### src/hdl/bis_pkg.sv
// Shared types and constants of the bilinear image scaler.
package bis_pkg;

	localparam int PIX_W = 24;
	localparam int CHAN_W = 8;
	localparam int FRAC_W = 16;
	localparam int POS_W = 10;
	localparam int STEP_W = 24;
	localparam int SRC_W = POS_W + STEP_W;

	localparam logic KIND_STORE = 1'b0;
	localparam logic KIND_FETCH = 1'b1;

	localparam logic [FRAC_W:0] FRAC_ONE = 17'h10000;

	typedef enum logic [1:0] {
		CFG_IN_WIDTH,
		CFG_IN_HEIGHT,
		CFG_X_STEP,
		CFG_Y_STEP
	} cfg_idx_t;

	typedef struct packed {
		logic              kind;
		logic [POS_W-1:0]  pos_x;
		logic [POS_W-1:0]  pos_y;
		logic [CHAN_W-1:0] chan_a;
		logic [CHAN_W-1:0] chan_b;
		logic [CHAN_W-1:0] chan_c;
	} req_word_t;

	typedef struct packed {
		logic [CHAN_W-1:0] out_a;
		logic [CHAN_W-1:0] out_b;
		logic [CHAN_W-1:0] out_c;
	} rsp_word_t;

	typedef struct packed {
		logic [CHAN_W-1:0] p00;
		logic [CHAN_W-1:0] p01;
		logic [CHAN_W-1:0] p10;
		logic [CHAN_W-1:0] p11;
	} nbr_t;

endpackage

### src/hdl/bis_axis.sv
// Maps a scaled source position to base index, next index and fraction on one axis.
module bis_axis
	import bis_pkg::*;
#(
	parameter int IW = 6
) (
	input  logic [SRC_W-1:0]  src,
	input  logic [IW-1:0]     dim_m1,
	output logic [IW-1:0]     idx0,
	output logic [IW-1:0]     idx1,
	output logic [FRAC_W-1:0] frac
);

	localparam int IP_W = SRC_W - FRAC_W;

	logic [IP_W-1:0] ip;
	logic [IP_W-1:0] lim;

	always_comb begin
		ip = src[SRC_W-1:FRAC_W];
		lim = IP_W'(dim_m1);
		if (ip >= lim) begin
			idx0 = dim_m1;
		end else begin
			idx0 = IW'(ip);
		end
		if (ip > lim) begin
			frac = '0;
		end else begin
			frac = src[FRAC_W-1:0];
		end
		if (idx0 < dim_m1) begin
			idx1 = idx0 + IW'(1);
		end else begin
			idx1 = dim_m1;
		end
	end

endmodule

### config.mk
export PLATFORM = sky130hd
export DESIGN_NAME = bis_axis
export DESIGN_NICKNAME = d
export VERILOG_FILES = /design/src/hdl/bis_pkg.sv /design/src/hdl/bis_axis.sv
export SDC_FILE = /design/constraint.sdc
export NUM_CORES = 1
export LEC_CHECK = 0
export ABC_CLOCK_PERIOD_IN_PS = 6000
export BUFFER_PORTS_ARGS = -buffer_cell sky130_fd_sc_hd__buf_4
export CAP_MARGIN = 20
export CORE_MARGIN = 2
export CORE_UTILIZATION = 41
export DETAILED_ROUTE_END_ITERATION = 8
export GPL_ROUTABILITY_DRIVEN = 0
export PLACE_DENSITY = 0.85
export SETUP_SLACK_MARGIN = 0.05
export SLEW_MARGIN = 10
export SYNTH_ARGS = -nofsm -noshare
export SYNTH_HDL_FRONTEND = slang
export SYNTH_SLANG_ARGS = --single-unit
### constraint.sdc
create_clock -name vclk -period 6
set_input_delay 1.2 -clock vclk [all_inputs]
set_output_delay 1.2 -clock vclk [all_outputs]
set_load 0.02 [all_outputs]
==> impl_metrics.tcl <==
set metrics [dict create \
    seq_area_um2 0 \
    first_iter_violations 12 \
    holdCritPathClass "input port to primary output" \
    min_from "src[14]" \
    io_buffer_count 68 \
    whs_path_depth 3 \
    crit_type "input port to primary output" \
    grt_pass1_wl_um 4430 \
    yosys.cell_types.count 35 \
    finalSetupViolCount 0 \
    synthCells 115 \
    core_um2 1920 \
    start_util_pct 42.2 \
    period_share_pct 93.4 \
    netlist_area_um2 811 \
    critical-path-slowest-cell "nor4_4" \
    hold_viol 0 \
    syn_nets 167 \
    stdcell_count 208 \
    nets 235 \
    grt_overflow 0 \
    routed_via_density 5.31 \
    hold_buffers 0 \
    critPathLaunchType "input port" \
    ant_nets 0 \
    die-area_um2 2350 \
    die_h_um 48.5 \
    fin_setup_tns_ps 0 \
    areaGrowthSynthToFinish_pct 66.4 \
    dpl.cell_count 208 \
    rows 16 \
    antenna_found_initial 0 \
    crit_chain "buf_4 > inv_1 > ha_1 > nand4_1 > a21oi_1 > nor4_4 > nand2_1 > o21ai_1 > ha_1 > and4_1 > o21ai_0 > a31oi_2 > or4_1 > nand3_1 > buf_4" \
    max_cap_violations 0 \
    drcViolationCount 0 \
    clkbuf_count 0 \
    arrival_ps 4400 \
    ys_seq_area_share_pct 0 \
    p_leak_nw 0.668 \
    vias 1104 \
    worst_pin_slew_ps 697 \
    yosysWarnings 0 \
    cts_resized 0 \
    p_per_area_nw_per_um2 59.6 \
    min_to "frac[14]" \
    fin_crit_ps 5600 \
    drive_above_1_share_pct 42.5 \
    routed_wl_um 2610 \
    holdWs_ps 2710 \
    n_antenna_cell 0 \
    slew_viol_final 0 \
    crit_family "simple AND/OR/NAND/NOR gates" \
    slowest_delay_ps 680 \
    cts_setup_buffers 0 \
    rsz0062_at_grt "false" \
    grt_usage_pct 22.0 \
    wire_per_inst_um 12.6 \
    cp-end-kind "primary output" \
    grt_max_degree 17 \
    dr.pass1.iters 5 \
    grt_pass1_vias 1106 \
    fmax_ghz 0.178 \
    syn_avg_cell_area_um2 7.05 \
    status "completed" \
    critPathRequiredTime_ps 4800 \
    seq_cell_count 0 \
    critPathMaxFanout 14 \
    chipWidth_um 48.5 \
    hpwlAfterDp_um 2310 \
    path_buf_inv 3 \
    cp.depth 15 \
    ir_worst_vdd_mv 0.0319 \
    ioPinCount 68 \
    maxSlewHeadroom_pct 53.2 \
]
## cell usage in the layout, fill, tap and decap left out, drive strengths merged, types with 2 or more instances in the layout
master,n
a21oi,9
a31oi,2
and2,16
buf,69
ha,12
inv,8
mux2,2
nand2,10
nand2b,2
nand3,7
nand4,2
nor2,7
nor3,3
nor4,5
o21ai,10
o31a,2
xnor2,2
## power breakdown
part	internal (W)	total [W]	leakage [nW]	switching, W
registers	0	0	0	0
logic	0.0000390	0.0000804	0.668	0.0000414
clock network	0	0	0	0
## cell type report
class | count | area, um2
Fill cell | 153 | 573
Multi-Input combinational cell | 104 | 767
Timing Repair Buffer | 69 | 518
Inverter | 8 | 30.0
Tap cell | 27 | 33.8
## metrics by stage
stage | total power [W] | instance area, um2 | setup WS [ps] | utilization [%]
after floorplan | 0.0000382 | 811 | 223 | -
after global routing | 0.0000876 | 1350 | 111 | 70.2
after global placement | 0.0000777 | 1350 | 524 | 70.2
after detailed placement | 0.0000802 | 1350 | 406 | 70.2
after CTS | 0.0000804 | 1350 | 413 | 70.2
final | 0.0000804 | 1350 | 398 | 70.2
## worst max-delay path by stage
stage               slack (ps)       to      start
floorplan                  220  idx1[2]  dim_m1[5]
global placement           520  idx1[4]  dim_m1[3]
detailed placement         410  idx1[0]  dim_m1[3]
CTS                        410  idx1[0]  dim_m1[3]
global route               110  idx1[2]  dim_m1[3]
finish                     400  idx1[0]  dim_m1[3]
## per-layer routing
layer / share of wire (%) / vias to the layer above / wire length (um) / track usage, %
met4: 0 / 0 / 0 / 1.90
met5: 0 / - / 0 / 0
met1: 42 / 491 / 1100 / 27.1
met2: 50 / 54 / 1320 / 42.1
met3: 7.4 / 0 / 193 / 2.78
li1: - / 559 / - / -
## tightest hold or removal path: cells and delay by family
| kind | cells | cell delay (ps) |
|---|---|---|
| AND/OR/NAND/NOR | 1 | 100 |
| buffers and inverters | 2 | 200 |
## cell usage after synthesis, types with 2 or more instances
master,count,area (um2)
xnor2_1,2,17.5
nand2_1,10,37.5
nand4_1,2,12.5
buf_2,2,10.0
mux2_1,2,22.5
ha_1,12,150
nand3_1,7,35.0
o21ai_1,6,30.0
a21oi_1,9,45.0
o31a_1,2,17.5
nor4_4,4,85.1
o21ai_0,4,20.0
nor2_1,7,26.3
nand2b_1,2,12.5
and2_1,16,100
inv_1,7,26.3
nor3_1,3,15.0
## kinds of logic after synthesis
family                   share of synthesized area (%)
AND/OR/NAND/NOR                                   45.4
AO/OA/AOI/OAI                                     24.7
adder cells (fa/ha/maj)                           18.5
buffers and inverters                             5.40
XOR/XNOR                                          3.24
multiplexers                                      2.78
(Power assumes the default switching activity.)
